`src/sv/lcgr_pkg.sv`:
```
// ----------------------------------------------------------------------------
// lcgr_pkg
// Shared types and constants for the dual-mode LCG random ranger.
// ----------------------------------------------------------------------------
package lcgr_pkg;

  localparam logic [31:0] LCG_MUL     = 32'h5d58_8b65;
  localparam logic [31:0] LCG_INC_PRI = 32'h0000_0001;
  localparam logic [31:0] LCG_INC_SEC = 32'h0026_9ec3;
  localparam logic [31:0] PCT_SCALE   = 32'd100;

  localparam int ACTION_W = 3;
  localparam int SLOT_W   = 3;
  localparam int CFG_IDX_W = 1;
  localparam int CFG_DATA_W = 3;

  // input action codes
  localparam logic [ACTION_W-1:0] ACT_SEED    = 3'd0;
  localparam logic [ACTION_W-1:0] ACT_RAW     = 3'd1;
  localparam logic [ACTION_W-1:0] ACT_SCALED  = 3'd2;
  localparam logic [ACTION_W-1:0] ACT_RANGE   = 3'd3;
  localparam logic [ACTION_W-1:0] ACT_PERCENT = 3'd4;

  // configuration register indexes
  localparam logic [CFG_IDX_W-1:0] CFG_USE_SECONDARY = 1'd0;
  localparam logic [CFG_IDX_W-1:0] CFG_SECONDARY_SLOT = 1'd1;

  // queue depth between front and back
  localparam int QUEUE_DEPTH = 2;

  typedef enum logic [2:0] {
    K_SEED,
    K_NONE,
    K_RAW,
    K_SCALED,
    K_RANGE,
    K_PERCENT
  } op_kind_t;

  // classified job: arg is seed word or multiplier operand,
  // base is range low bound, direct value or percent threshold
  typedef struct packed {
    op_kind_t    kind;
    logic [31:0] arg;
    logic [31:0] base;
  } job_t;

  typedef enum logic [1:0] {
    BK_IDLE,
    BK_STEP,
    BK_MUL,
    BK_FIN
  } back_state_t;

  typedef struct packed {
    logic pop;
    logic step_en;
    logic mul_en;
    logic fin_load;
  } back_ctrl_t;

endpackage

```
`src/sv/lcgr_front.sv`:
```
// ----------------------------------------------------------------------------
// lcgr_front
// Accepts input words, decodes the action and prepares the operands.
// ----------------------------------------------------------------------------
module lcgr_front (
  input  logic                         in_valid,
  output logic                         in_stall,
  input  logic [lcgr_pkg::ACTION_W-1:0] in_action,
  input  logic [31:0]                  in_seed_value,
  input  logic signed [31:0]           in_bound_a,
  input  logic signed [31:0]           in_bound_b,
  input  logic                         q_full,
  output logic                         q_push,
  output lcgr_pkg::job_t               q_job
);
  import lcgr_pkg::*;

  logic [31:0] lo;
  logic [31:0] hi;

  assign in_stall = q_full;
  assign q_push   = in_valid && !q_full;

  always_comb begin
    if (in_bound_a < in_bound_b) begin
      lo = in_bound_a;
      hi = in_bound_b;
    end else begin
      lo = in_bound_b;
      hi = in_bound_a;
    end
  end

  always_comb begin
    q_job.kind = K_NONE;
    q_job.arg  = '0;
    q_job.base = '0;
    case (in_action)
      ACT_SEED: begin
        q_job.kind = K_SEED;
        q_job.arg  = in_seed_value;
      end
      ACT_RAW: begin
        q_job.kind = K_RAW;
      end
      ACT_SCALED: begin
        q_job.kind = K_SCALED;
        q_job.arg  = in_bound_a;
      end
      ACT_RANGE: begin
        // equal bounds: pass the bound through, no draw
        if (in_bound_a == in_bound_b) begin
          q_job.kind = K_NONE;
          q_job.base = in_bound_a;
        end else begin
          q_job.kind = K_RANGE;
          q_job.arg  = hi - lo;
          q_job.base = lo;
        end
      end
      ACT_PERCENT: begin
        q_job.kind = K_PERCENT;
        q_job.arg  = PCT_SCALE;
        q_job.base = in_bound_a;
      end
      default: begin
        q_job.kind = K_NONE;
      end
    endcase
  end

endmodule

```
`src/sv/lcgr_queue.sv`:
```
// ----------------------------------------------------------------------------
// lcgr_queue
// Short FIFO of classified jobs between the front and back ends.
// ----------------------------------------------------------------------------
module lcgr_queue (
  input  logic           clk,
  input  logic           rst_n,
  input  logic           push,
  input  lcgr_pkg::job_t push_job,
  input  logic           pop,
  output lcgr_pkg::job_t pop_job,
  output logic           full,
  output logic           empty
);
  import lcgr_pkg::*;

  localparam int PtrW = (QUEUE_DEPTH > 1) ? $clog2(QUEUE_DEPTH) : 1;
  localparam int CntW = $clog2(QUEUE_DEPTH + 1);
  localparam logic [PtrW-1:0] PtrLast = PtrW'(QUEUE_DEPTH - 1);
  localparam logic [CntW-1:0] CntFull = CntW'(QUEUE_DEPTH);

  job_t            mem_r [QUEUE_DEPTH];
  logic [PtrW-1:0] wr_ptr_r, wr_ptr_nxt;
  logic [PtrW-1:0] rd_ptr_r, rd_ptr_nxt;
  logic [CntW-1:0] cnt_r, cnt_nxt;
  logic            do_push;
  logic            do_pop;

  assign full    = (cnt_r == CntFull);
  assign empty   = (cnt_r == '0);
  assign do_push = push && !full;
  assign do_pop  = pop && !empty;
  assign pop_job = mem_r[rd_ptr_r];

  always_comb begin
    wr_ptr_nxt = wr_ptr_r;
    rd_ptr_nxt = rd_ptr_r;
    cnt_nxt    = cnt_r;
    if (do_push) begin
      wr_ptr_nxt = (wr_ptr_r == PtrLast) ? '0 : wr_ptr_r + 1'b1;
    end
    if (do_pop) begin
      rd_ptr_nxt = (rd_ptr_r == PtrLast) ? '0 : rd_ptr_r + 1'b1;
    end
    if (do_push && !do_pop) begin
      cnt_nxt = cnt_r + 1'b1;
    end else if (do_pop && !do_push) begin
      cnt_nxt = cnt_r - 1'b1;
    end
  end

  always_ff @(posedge clk) begin
    if (!rst_n) begin
      wr_ptr_r <= '0;
      rd_ptr_r <= '0;
      cnt_r    <= '0;
    end else begin
      wr_ptr_r <= wr_ptr_nxt;
      rd_ptr_r <= rd_ptr_nxt;
      cnt_r    <= cnt_nxt;
    end
  end

  always_ff @(posedge clk) begin
    if (do_push) begin
      mem_r[wr_ptr_r] <= push_job;
    end
  end

endmodule

```
`src/sv/lcgr_back.sv`:
```
// ----------------------------------------------------------------------------
// lcgr_back
// Executes jobs: seeds or advances the generator state, scales the draw and
// loads the result register.
// ----------------------------------------------------------------------------
module lcgr_back #(
  parameter int SECONDARY_SLOTS = 5
) (
  input  logic                       clk,
  input  logic                       rst_n,
  input  logic                       q_empty,
  input  lcgr_pkg::job_t             q_job,
  output logic                       q_pop,
  input  logic                       use_secondary_mode,
  input  logic [lcgr_pkg::SLOT_W-1:0] secondary_slot,
  output logic                       out_valid,
  input  logic                       out_stall,
  output logic signed [31:0]         out_value,
  output logic                       out_outcome
);
  import lcgr_pkg::*;

  localparam int IdxW = (SECONDARY_SLOTS > 1) ? $clog2(SECONDARY_SLOTS) : 1;
  localparam logic [SLOT_W:0] SlotLimit = (SLOT_W + 1)'(SECONDARY_SLOTS);
  localparam logic [IdxW-1:0] SlotLast  = IdxW'(SECONDARY_SLOTS - 1);

  back_state_t state_r, state_nxt;
  back_ctrl_t  ctrl;

  job_t        job_r;
  logic [31:0] primary_value_r;
  logic [31:0] primary_draw_count_r;
  logic [31:0] secondary_values_r [SECONDARY_SLOTS];
  logic [15:0] draw_r;
  logic [31:0] prod_r;

  logic              out_valid_r;
  logic signed [31:0] out_value_r;
  logic              out_outcome_r;

  logic [IdxW-1:0] slot_idx;
  logic [31:0]     lcg_cur;
  logic [31:0]     lcg_nxt;
  logic            is_draw;
  logic            out_free;
  logic [31:0]     fin_value;
  logic            fin_outcome;

  assign out_free = !out_valid_r || !out_stall;
  assign is_draw  = (job_r.kind == K_RAW) || (job_r.kind == K_SCALED) ||
                    (job_r.kind == K_RANGE) || (job_r.kind == K_PERCENT);

  // saturate an out-of-range slot to the last one
  always_comb begin
    if ({1'b0, secondary_slot} >= SlotLimit) begin
      slot_idx = SlotLast;
    end else begin
      slot_idx = secondary_slot[IdxW-1:0];
    end
  end

  always_comb begin
    lcg_cur = use_secondary_mode ? secondary_values_r[slot_idx] : primary_value_r;
    lcg_nxt = lcg_cur * LCG_MUL + (use_secondary_mode ? LCG_INC_SEC : LCG_INC_PRI);
  end

  // sequencer: next state
  always_comb begin
    state_nxt = state_r;
    case (state_r)
      BK_IDLE: begin
        if (!q_empty) begin
          state_nxt = BK_STEP;
        end
      end
      BK_STEP: state_nxt = BK_MUL;
      BK_MUL:  state_nxt = BK_FIN;
      BK_FIN: begin
        if (out_free) begin
          state_nxt = BK_IDLE;
        end
      end
      default: state_nxt = BK_IDLE;
    endcase
  end

  // sequencer: outputs
  always_comb begin
    ctrl = '0;
    case (state_r)
      BK_IDLE: ctrl.pop      = !q_empty;
      BK_STEP: ctrl.step_en  = 1'b1;
      BK_MUL:  ctrl.mul_en   = 1'b1;
      BK_FIN:  ctrl.fin_load = out_free;
      default: ctrl = '0;
    endcase
  end

  assign q_pop = ctrl.pop;

  always_comb begin
    fin_value   = '0;
    fin_outcome = 1'b0;
    case (job_r.kind)
      K_SEED:    fin_value = '0;
      K_NONE:    fin_value = job_r.base;
      K_RAW:     fin_value = {16'd0, draw_r};
      K_SCALED:  fin_value = {16'd0, prod_r[31:16]};
      K_RANGE:   fin_value = job_r.base + {16'd0, prod_r[31:16]};
      K_PERCENT: begin
        fin_value   = {16'd0, prod_r[31:16]};
        fin_outcome = $signed({16'd0, prod_r[31:16]}) < $signed(job_r.base);
      end
      default:   fin_value = '0;
    endcase
  end

  always_ff @(posedge clk) begin
    if (!rst_n) begin
      state_r <= BK_IDLE;
    end else begin
      state_r <= state_nxt;
    end
  end

  always_ff @(posedge clk) begin
    if (ctrl.pop) begin
      job_r <= q_job;
    end
    if (ctrl.mul_en) begin
      prod_r <= {16'd0, draw_r} * job_r.arg;
    end
  end

  // generator state
  always_ff @(posedge clk) begin
    if (!rst_n) begin
      primary_value_r      <= '0;
      primary_draw_count_r <= '0;
      for (int i = 0; i < SECONDARY_SLOTS; i++) begin
        secondary_values_r[i] <= '0;
      end
      draw_r <= '0;
    end else if (ctrl.step_en) begin
      if (job_r.kind == K_SEED) begin
        primary_value_r      <= job_r.arg | 32'd1;
        primary_draw_count_r <= '0;
        for (int i = 0; i < SECONDARY_SLOTS; i++) begin
          secondary_values_r[i] <= job_r.arg;
        end
      end else if (is_draw) begin
        if (use_secondary_mode) begin
          secondary_values_r[slot_idx] <= lcg_nxt;
          draw_r <= lcg_nxt[15:0];
        end else begin
          primary_value_r      <= lcg_nxt;
          primary_draw_count_r <= primary_draw_count_r + 32'd1;
          draw_r <= lcg_nxt[31:16];
        end
      end
    end
  end

  // result register
  always_ff @(posedge clk) begin
    if (!rst_n) begin
      out_valid_r <= 1'b0;
    end else if (ctrl.fin_load) begin
      out_valid_r <= 1'b1;
    end else if (!out_stall) begin
      out_valid_r <= 1'b0;
    end
  end

  always_ff @(posedge clk) begin
    if (ctrl.fin_load) begin
      out_value_r   <= fin_value;
      out_outcome_r <= fin_outcome;
    end
  end

  assign out_valid   = out_valid_r;
  assign out_value   = out_value_r;
  assign out_outcome = out_outcome_r;

endmodule

```
`src/sv/dual_mode_lcg_random_ranger.sv`:
```
// ----------------------------------------------------------------------------
// dual_mode_lcg_random_ranger
// 32-bit LCG random source with raw, scaled, range and percent draws.
// ----------------------------------------------------------------------------
// Each accepted word yields one result word. The front end decodes the action
// and precomputes range operands in the accept cycle, then drops the job into
// a two-entry queue, so input words keep being taken while the back end works
// and the queue has room. The back end runs one job at a time through its
// steps (pop, generator step, scale multiply, result load); a stalled result
// register holds the back end in its last step. Configuration is to be written
// by the user via cfg_we/cfg_index/cfg_wdata while idle; no check enforces it.
// ----------------------------------------------------------------------------
module dual_mode_lcg_random_ranger #(
  parameter int SECONDARY_SLOTS = 5
) (
  input  logic                           clk,
  input  logic                           rst_n,
  input  logic                           in_valid,
  output logic                           in_stall,
  input  logic [lcgr_pkg::ACTION_W-1:0]  in_action,
  input  logic [31:0]                    in_seed_value,
  input  logic signed [31:0]             in_bound_a,
  input  logic signed [31:0]             in_bound_b,
  output logic                           out_valid,
  input  logic                           out_stall,
  output logic signed [31:0]             out_value,
  output logic                           out_outcome,
  input  logic                           cfg_we,
  input  logic [lcgr_pkg::CFG_IDX_W-1:0] cfg_index,
  input  logic [lcgr_pkg::CFG_DATA_W-1:0] cfg_wdata
);
  import lcgr_pkg::*;

  logic              use_secondary_mode_r;
  logic [SLOT_W-1:0] secondary_slot_r;

  logic q_push;
  logic q_pop;
  logic q_full;
  logic q_empty;
  job_t push_job;
  job_t pop_job;

  always_ff @(posedge clk) begin
    if (!rst_n) begin
      use_secondary_mode_r <= 1'b0;
      secondary_slot_r     <= '0;
    end else if (cfg_we) begin
      case (cfg_index)
        CFG_USE_SECONDARY:  use_secondary_mode_r <= cfg_wdata[0];
        CFG_SECONDARY_SLOT: secondary_slot_r     <= cfg_wdata[SLOT_W-1:0];
        default: ;
      endcase
    end
  end

  lcgr_front u_front (
    .in_valid      (in_valid),
    .in_stall      (in_stall),
    .in_action     (in_action),
    .in_seed_value (in_seed_value),
    .in_bound_a    (in_bound_a),
    .in_bound_b    (in_bound_b),
    .q_full        (q_full),
    .q_push        (q_push),
    .q_job         (push_job)
  );

  lcgr_queue u_queue (
    .clk      (clk),
    .rst_n    (rst_n),
    .push     (q_push),
    .push_job (push_job),
    .pop      (q_pop),
    .pop_job  (pop_job),
    .full     (q_full),
    .empty    (q_empty)
  );

  lcgr_back #(
    .SECONDARY_SLOTS (SECONDARY_SLOTS)
  ) u_back (
    .clk                (clk),
    .rst_n              (rst_n),
    .q_empty            (q_empty),
    .q_job              (pop_job),
    .q_pop              (q_pop),
    .use_secondary_mode (use_secondary_mode_r),
    .secondary_slot     (secondary_slot_r),
    .out_valid          (out_valid),
    .out_stall          (out_stall),
    .out_value          (out_value),
    .out_outcome        (out_outcome)
  );

endmodule

```
`config.mk`:
```
export PLATFORM = sky130hd
export DESIGN_NAME = dual_mode_lcg_random_ranger
export DESIGN_NICKNAME = d
export VERILOG_FILES = /design/src/sv/lcgr_pkg.sv /design/src/sv/lcgr_front.sv /design/src/sv/lcgr_queue.sv /design/src/sv/lcgr_back.sv /design/src/sv/dual_mode_lcg_random_ranger.sv
export SDC_FILE = /design/constraint.sdc
export NUM_CORES = 2
export LEC_CHECK = 0
export BUFFER_PORTS_ARGS = -buffer_cell sky130_fd_sc_hd__buf_2
export CORE_UTILIZATION = 60
export DETAILED_ROUTE_END_ITERATION = 7
export GPL_TIMING_DRIVEN = 0
export PLACE_DENSITY_LB_ADDON = 0.1
export SLEW_MARGIN = 20
export SYNTH_ARGS = -nofsm -noshare
export SYNTH_HDL_FRONTEND = slang
export SYNTH_SLANG_ARGS = --single-unit
```
`constraint.sdc`:
```
create_clock -name clk -period 13.7 [get_ports clk]
set_input_delay 2.055 -clock clk [delete_from_list [all_inputs] [get_ports clk]]
set_output_delay 2.055 -clock clk [all_outputs]
set_load 0.1 [all_outputs]
```
Word-level counts from Yosys, hierarchy flattened
Memory sizes are Yosys's and may differ from the RTL's. A register that Yosys moved wholly into a read port is not among the register bits.
Index checks and enable logic that the tools add are counted.
{"block": "op_classes", "addsub": 7, "mul": 2, "magnitude_cmp": 3, "n_eq_ne": 18, "n_mux": 50, "bitwise": 7, "n_reduce_logical": 28}
{"op": "$mux W32", "count": 14}
{"op": "$pmux W32 S4", "count": 2}
{"op": "$pmux W32 S2", "count": 1}
{"op": "$add A32 B16 Y32", "count": 1}
{"op": "$add A32 B32 Y32", "count": 1}
{"op": "$eq A32 B32 Y1", "count": 1}
{"op": "$lt A17 B32 Y1", "count": 1}
{"op": "$lt A32 B32 Y1", "count": 1}
{"op": "$mul A16 B32 Y32", "count": 1}
{"op": "$mul A32 B31 Y32 const B", "count": 1}
{"op": "$reduce_or A32 Y1", "count": 1}
{"op": "$sub A32 B32 Y32", "count": 1}
{"op": "$mux W1", "count": 22}
{"op": "$mux W22", "count": 1}
{"op": "$mux W16", "count": 1}
{"op": "$pmux W3 S5", "count": 1}
{"op": "$eq A3 B2 Y1 const B", "count": 4}
{"op": "$eq A3 B3 Y1 const B", "count": 3}
{"op": "$mux W3", "count": 3}
{"op": "$mux W2", "count": 4}
{"op": "$pmux W2 S4", "count": 1}
{"op": "$eq A2 B2 Y1 const B", "count": 3}
{"op": "$eq A3 B1 Y1 const B", "count": 2}
{"op": "$logic_not A1 Y1", "count": 6}
{"op": "other kinds (17)", "count": 38}
{"block": "word_totals", "regBits": 124, "ramBits": 294, "out_inout_bits": 35, "n_memories": 2}
{"name": "u_back.secondary_values_r", "words": 5, "word_bits": 32, "read_ports": 1, "rd_clocked_by_memory_dff": 0, "write_ports": 5, "line_no": "lcgr_back.sv:33", "rtl": "logic [31:0] secondary_values_r [SECONDARY_SLOTS];"}
{"name": "u_queue.mem_r", "words": 2, "word_bits": 67, "read_ports": 1, "rd_clocked_by_memory_dff": 1, "write_ports": 1, "line_no": "lcgr_queue.sv:22", "rtl": "job_t mem_r [QUEUE_DEPTH];"}

Logic depth before layout (Yosys ltp)
{"block": "depth", "word_depth": 11, "depth_mapped": 36, "mapped_depth_nobuf": 33}

By module
From an unflattened synthesis, not the netlist that was laid out.
{"block": "hier_totals", "hier_cells": 4249, "area_unflattened_um2": 43188.9}
{"module": "lcgr_back", "instances": 1, "cells_per_inst": 3457, "area_each_um2": 34445.5}
{"module": "lcgr_queue", "instances": 1, "cells_per_inst": 233, "area_each_um2": 5068.6}
{"module": "lcgr_front", "instances": 1, "cells_per_inst": 542, "area_each_um2": 3518.4}
{"module": "dual_mode_lcg_random_ranger", "instances": 1, "cells_per_inst": 17, "area_each_um2": 156.4}

Least setup slack after synthesis
No wires, ideal clock.
{"block": "synth_path", "path_type": "register to register", "startpoint": "register secondary_slot_r[0]", "endpoint": "register u_back.draw_r[14]", "setup_ns": 0.119, "arrival_time_ns": 8.858, "setup_slack_ns": 4.724, "stages_incl_launch_ff": 35, "path_buffers": 4, "path_cell_list": "dfxtp_1 -> clkbuf_1 -> clkbuf_1 -> buf_1 -> clkbuf_1 -> mux4_2 -> mux2i_1 -> a21oi_1 -> ha_1 -> xor2_1 -> ha_1 -> inv_1 -> fa_1 -> inv_1 -> fa_1 -> ha_1 -> ha_1 -> inv_1 -> fa_1 -> fa_1 -> inv_1 -> ha_1 -> a21o_1 -> a21o_1 -> a21o_1 -> a21o_1 -> a21o_1 -> a22o_1 -> o2111ai_1 -> a41oi_1 -> o21ai_0 -> nand2b_1 -> xnor2_1 -> nor2_1 -> o221a_2"}
{"block": "synth_via", "elab_chain_len": 7}
{"item": "from (decl)", "line_no": "dual_mode_lcg_random_ranger.sv:35", "rtl": "logic [SLOT_W-1:0] secondary_slot_r;"}
{"item": "from (signal assigned)", "line_no": "dual_mode_lcg_random_ranger.sv:51", "rtl": "CFG_SECONDARY_SLOT: secondary_slot_r <= cfg_wdata[SLOT_W-1:0];"}
{"item": "$ge A3 B3 Y1", "line_no": "lcgr_back.sv:55", "rtl": "if ({1'b0, secondary_slot} >= SlotLimit) begin"}
{"item": "$mux W3 *", "line_no": "lcgr_back.sv:55"}
{"item": "$mem_v2 Z5 W32 *"}
{"item": "$mux W32 *", "line_no": "lcgr_back.sv:63", "rtl": "lcg_cur = use_secondary_mode ? secondary_values_r[slot_idx] : primary_value_r;"}
{"item": "$mul A32 B31 Y32 *", "line_no": "lcgr_back.sv:64", "rtl": "lcg_nxt = lcg_cur * LCG_MUL + (use_secondary_mode ? LCG_INC_SEC : LCG_INC_PRI);"}
{"item": "$add A32 B32 Y32 *", "line_no": "lcgr_back.sv:64"}
{"item": "$mux W16 *", "line_no": "lcgr_back.sv:152", "rtl": "if (use_secondary_mode) begin"}
{"item": "to (signal assigned)", "line_no": "lcgr_back.sv:154", "rtl": "draw_r <= lcg_nxt[15:0];"}
{"item": "to (signal assigned)", "line_no": "lcgr_back.sv:158", "rtl": "draw_r <= lcg_nxt[31:16];"}
{"item": "to (decl)", "line_no": "lcgr_back.sv:34", "rtl": "logic [15:0] draw_r;"}
Mark *: on every way between the ends. The rest lies on a longest branch, timed or not.
A chain may end at the register's enable or synchronous reset.

Worst setup path after layout
{"block": "layout_path", "startpoint": "register secondary_slot_r[0]", "endpoint": "register u_back.primary_value_r[30]"}
{"block": "layout_via", "elab_chain_len": 9}
{"item": "$ge A3 B3 Y1", "line_no": "lcgr_back.sv:55"}
{"item": "$mux W3 *", "line_no": "lcgr_back.sv:55"}
{"item": "$mem_v2 Z5 W32 *"}
{"item": "$mux W32 *", "line_no": "lcgr_back.sv:63"}
{"item": "$mul A32 B31 Y32 *", "line_no": "lcgr_back.sv:64"}
{"item": "$add A32 B32 Y32 *", "line_no": "lcgr_back.sv:64"}
{"item": "$mux W32 *", "line_no": "lcgr_back.sv:152"}
{"item": "$mux W32 *", "line_no": "lcgr_back.sv:151", "rtl": "end else if (is_draw) begin"}
{"item": "$mux W32 *", "line_no": "lcgr_back.sv:145", "rtl": "if (job_r.kind == K_SEED) begin"}
{"item": "to (signal assigned)", "line_no": "lcgr_back.sv:146", "rtl": "primary_value_r <= job_r.arg | 32'd1;"}
{"item": "to (signal assigned)", "line_no": "lcgr_back.sv:156", "rtl": "primary_value_r <= lcg_nxt;"}
{"item": "to (decl)", "line_no": "lcgr_back.sv:31", "rtl": "logic [31:0] primary_value_r;"}
Mark *: on every way between the ends. The rest lies on a longest branch, timed or not. The select of a mux whose other input is x is not followed.

==> impl_metrics.py <==
metrics = {
    "placed_design": {
        "dp_hpwl_um": 103000,
        "io_buffers": 141,
        "place_congestion": 1.02,
    },
    "sta": {
        "hold_viol": 0,
        "setup_tns_ns": 0,
        "slew_viol_final": 0,
        "fmax_mhz": 82.9,
        "worst_pin_slew_ns": 1.21,
        "fin_crit_sh_pct": 88.1,
        "slew_headroom_pct": 18.7,
        "grt_setup_unrepaired": "false",
        "skew_ns": 0.0356,
        "setup_viol": 0,
        "finalWorstPathRequiredPeriod_ns": 12.06,
    },
    "setup_path": {
        "critPathCaptureType": "flip-flop",
        "critPathLaunchType": "flip-flop",
        "worst-path-stages": 34,
        "arrival_ns": 12.53,
        "crit_family": "compound AO/OA/AOI/OAI gates",
        "cp_data_required_time_ns": 14.17,
        "critPathKind": "reg2reg",
        "cp_max_fo": 10,
        "crit_slowest_cell": "a21oi_1",
        "worst-r2r-cell-count": 34,
        "slowest_delay_ns": 0.96,
        "critical_path_buf_inv_count": 7,
    },
    "die": {
        "die_w_um": 270,
        "fp.coreArea_um2": 70600,
        "num_rows": 97,
        "ios": 143,
        "dieArea_um2": 73000,
        "start_util_pct": 61.1,
        "die_h_um": 270,
    },
    "drt": {
        "drt_iter0_drc": 3226,
        "dr_total_vias": 32000,
        "drt_first_pass_iters": 8,
        "drc": 0,
        "drtAntennaViolNets": 0,
        "avgViaCountPerCell": 6.02,
        "wl_per_cell_um": 24.5,
        "wl_um": 130000,
    },
    "clock_tree": {
        "root_buffer": "clkbuf_16",
        "cts-hold-fix-buffers": 0,
        "cts_resized": 0,
        "htree_levels": 2,
        "clkLatencyLatePin_ns": 0.58,
        "postCtsSetupBuffers": 0,
        "tritoncts": "done",
        "max-clock-path-buffers": 3,
        "cts.sinks": 469,
        "cts_made_buffers": 45,
        "clkTransAtPathRegs_ns": 0.06,
    },
    "cells_and_area": {
        "fill_cells": 5686,
        "final_common_cell": "inv_1",
        "drive_gt1_share_pct": 9.29,
        "fin_util_pct": 66.3,
        "final_cell_mix": "inv_1, fa_1, nand2_1",
        "nets": 5255,
        "area_growth_pct": 8.54,
    },
    "global_route": {
        "overflow": 0,
        "grt_first_pass_wirelength_um": 197000,
        "grt_pass1_vias": 32800,
        "grtUsageTotal_pct": 36.3,
        "grt_start_max_net_pins": 51,
        "antenna_found_initial": 3,
    },
    "synth": {
        "netlist_top_cells_area": "edfxtp_1, fa_1, ha_1",
        "yosys_warnings": 0,
        "yosysUniqueCellTypes": 101,
        "synth_edf_count": 410,
        "synth_cells": 4139,
        "avgSynthCellArea_um2": 10.4,
        "ys_seq_area_share_pct": 31.3,
        "synth_fp_nets": 5057,
        "yosysTopAreaCell": "edfxtp_1",
        "synthArstFlopShare_pct": 0,
        "synth_ff_type": "edfxtp_1",
        "synth_top_area_share_pct": 28.5,
        "synthesis.area_um2": 43100,
        "ys_seq_elements": 469,
    },
    "job": {
        "drv_cap": 0,
    },
    "worst_hold_path": {
        "hold_path.class": "reg2reg",
        "min_delay_path_depth": 2,
    },
    "status": {
        "outcome": "finished, final reports clean",
    },
}
[cell type report]
cell class / count / area [um^2] / share of cell area (%)
well taps: 940 / 1180 / 2.51
plain buffers: 213 / 875 / 1.87
diodes: 1 / 2.50 / 0.00535
repair buffers: 151 / 951 / 2.03
clock buffers: 55 / 1190 / 2.55
inverters: 641 / 2410 / 5.14
flip-flops and latches: 469 / 13500 / 28.8
multi-input cells: 2816 / 26400 / 56.4
clock inverters: 27 / 300 / 0.641
[through the flow]
| step | setup slack, ns | instances | hold WS, ns | cell area (um^2) |
|---|---|---|---|---|
| after CTS | 1.65 | 5312 | 0.477 | 46800 |
| after global routing | 0.953 | 5313 | 0.511 | 46800 |
| after floorplan | 4.72 | 4139 | 0.432 | 43100 |
| after detailed placement | 1.73 | 5230 | 0.468 | 45300 |
| after global placement | 1.80 | 5220 | 0.466 | 45000 |
| final | 1.64 | 5313 | 0.485 | 46800 |
[final timing paths]
path,from,endpoint,slack (ns)
worst max-delay path,secondary_slot_r[0]$_SDFFE_PN0P_,u_back.primary_value_r[30]$_SDFFE_PN0P_,1.64
worst min-delay path,u_back.primary_value_r[2]$_SDFFE_PN0P_,u_back.primary_value_r[2]$_SDFFE_PN0P_,0.48
worst max register to register,secondary_slot_r[0]$_SDFFE_PN0P_,u_back.primary_value_r[30]$_SDFFE_PN0P_,1.64
worst min register to register,u_back.primary_value_r[2]$_SDFFE_PN0P_,u_back.primary_value_r[2]$_SDFFE_PN0P_,0.48
[registers in the layout (all words and copies together), names as in the netlist]
name,cells
u_queue.rd_ptr_r,1
u_back.state_r,2
u_queue.mem_r,134
use_secondary_mode_r,1
u_back.draw_r,16
u_back.secondary_values_r,160
u_back.out_valid,1
u_back.out_value,32
u_queue.cnt_r,2
secondary_slot_r,3
u_queue.wr_ptr_r,1
u_back.out_outcome,1
u_back.primary_value_r,32
u_back.prod_r,16
u_back.job_r,67
[per-layer routing]
metal,up-vias,wire length [um],track usage [%]
li1,14300,-,-
met1,15900,51900,48.8
met2,1489,60400,58.3
met3,309,10200,4.90
met4,2,7470,17.8
met5,-,13,0
[synthesized netlist by cell type, drive strengths merged, types with 32 or more instances]
| master | count |
|---|---|
| xnor2 | 111 |
| xor2 | 46 |
| fa | 473 |
| a22o | 33 |
| clkbuf | 184 |
| a21oi | 125 |
| nor3 | 36 |
| nor2 | 162 |
| mux2i | 47 |
| o21ai | 298 |
| dfxtp | 59 |
| nand2 | 431 |
| mux4 | 32 |
| o211ai | 35 |
| a21o | 38 |
| mux2 | 84 |
| edfxtp | 410 |
| inv | 640 |
| and2 | 135 |
| a22oi | 44 |
| ha | 337 |
[logic make-up after synthesis]
group | share of synthesized area, %
muxes | 4.95
xor gates and xnor gates | 3.19
buffers and inverters | 7.59
adders and majority gates | 31.7
and+or+nand+nor | 9.98
DFF | 31.3
AOI/OAI and AO/OA | 11.3
[tightest hold or removal path, delay by kind of cell, from the launching register on]
kind / cells / cell delay [ns]
AOI/OAI and AO/OA: 1 / 0.05
DFF: 1 / 0.33
and+or+nand+nor: 1 / 0.06
Power is not shown: default switching activity piles up to over one toggle a cycle in this logic, so the estimate is an artifact.
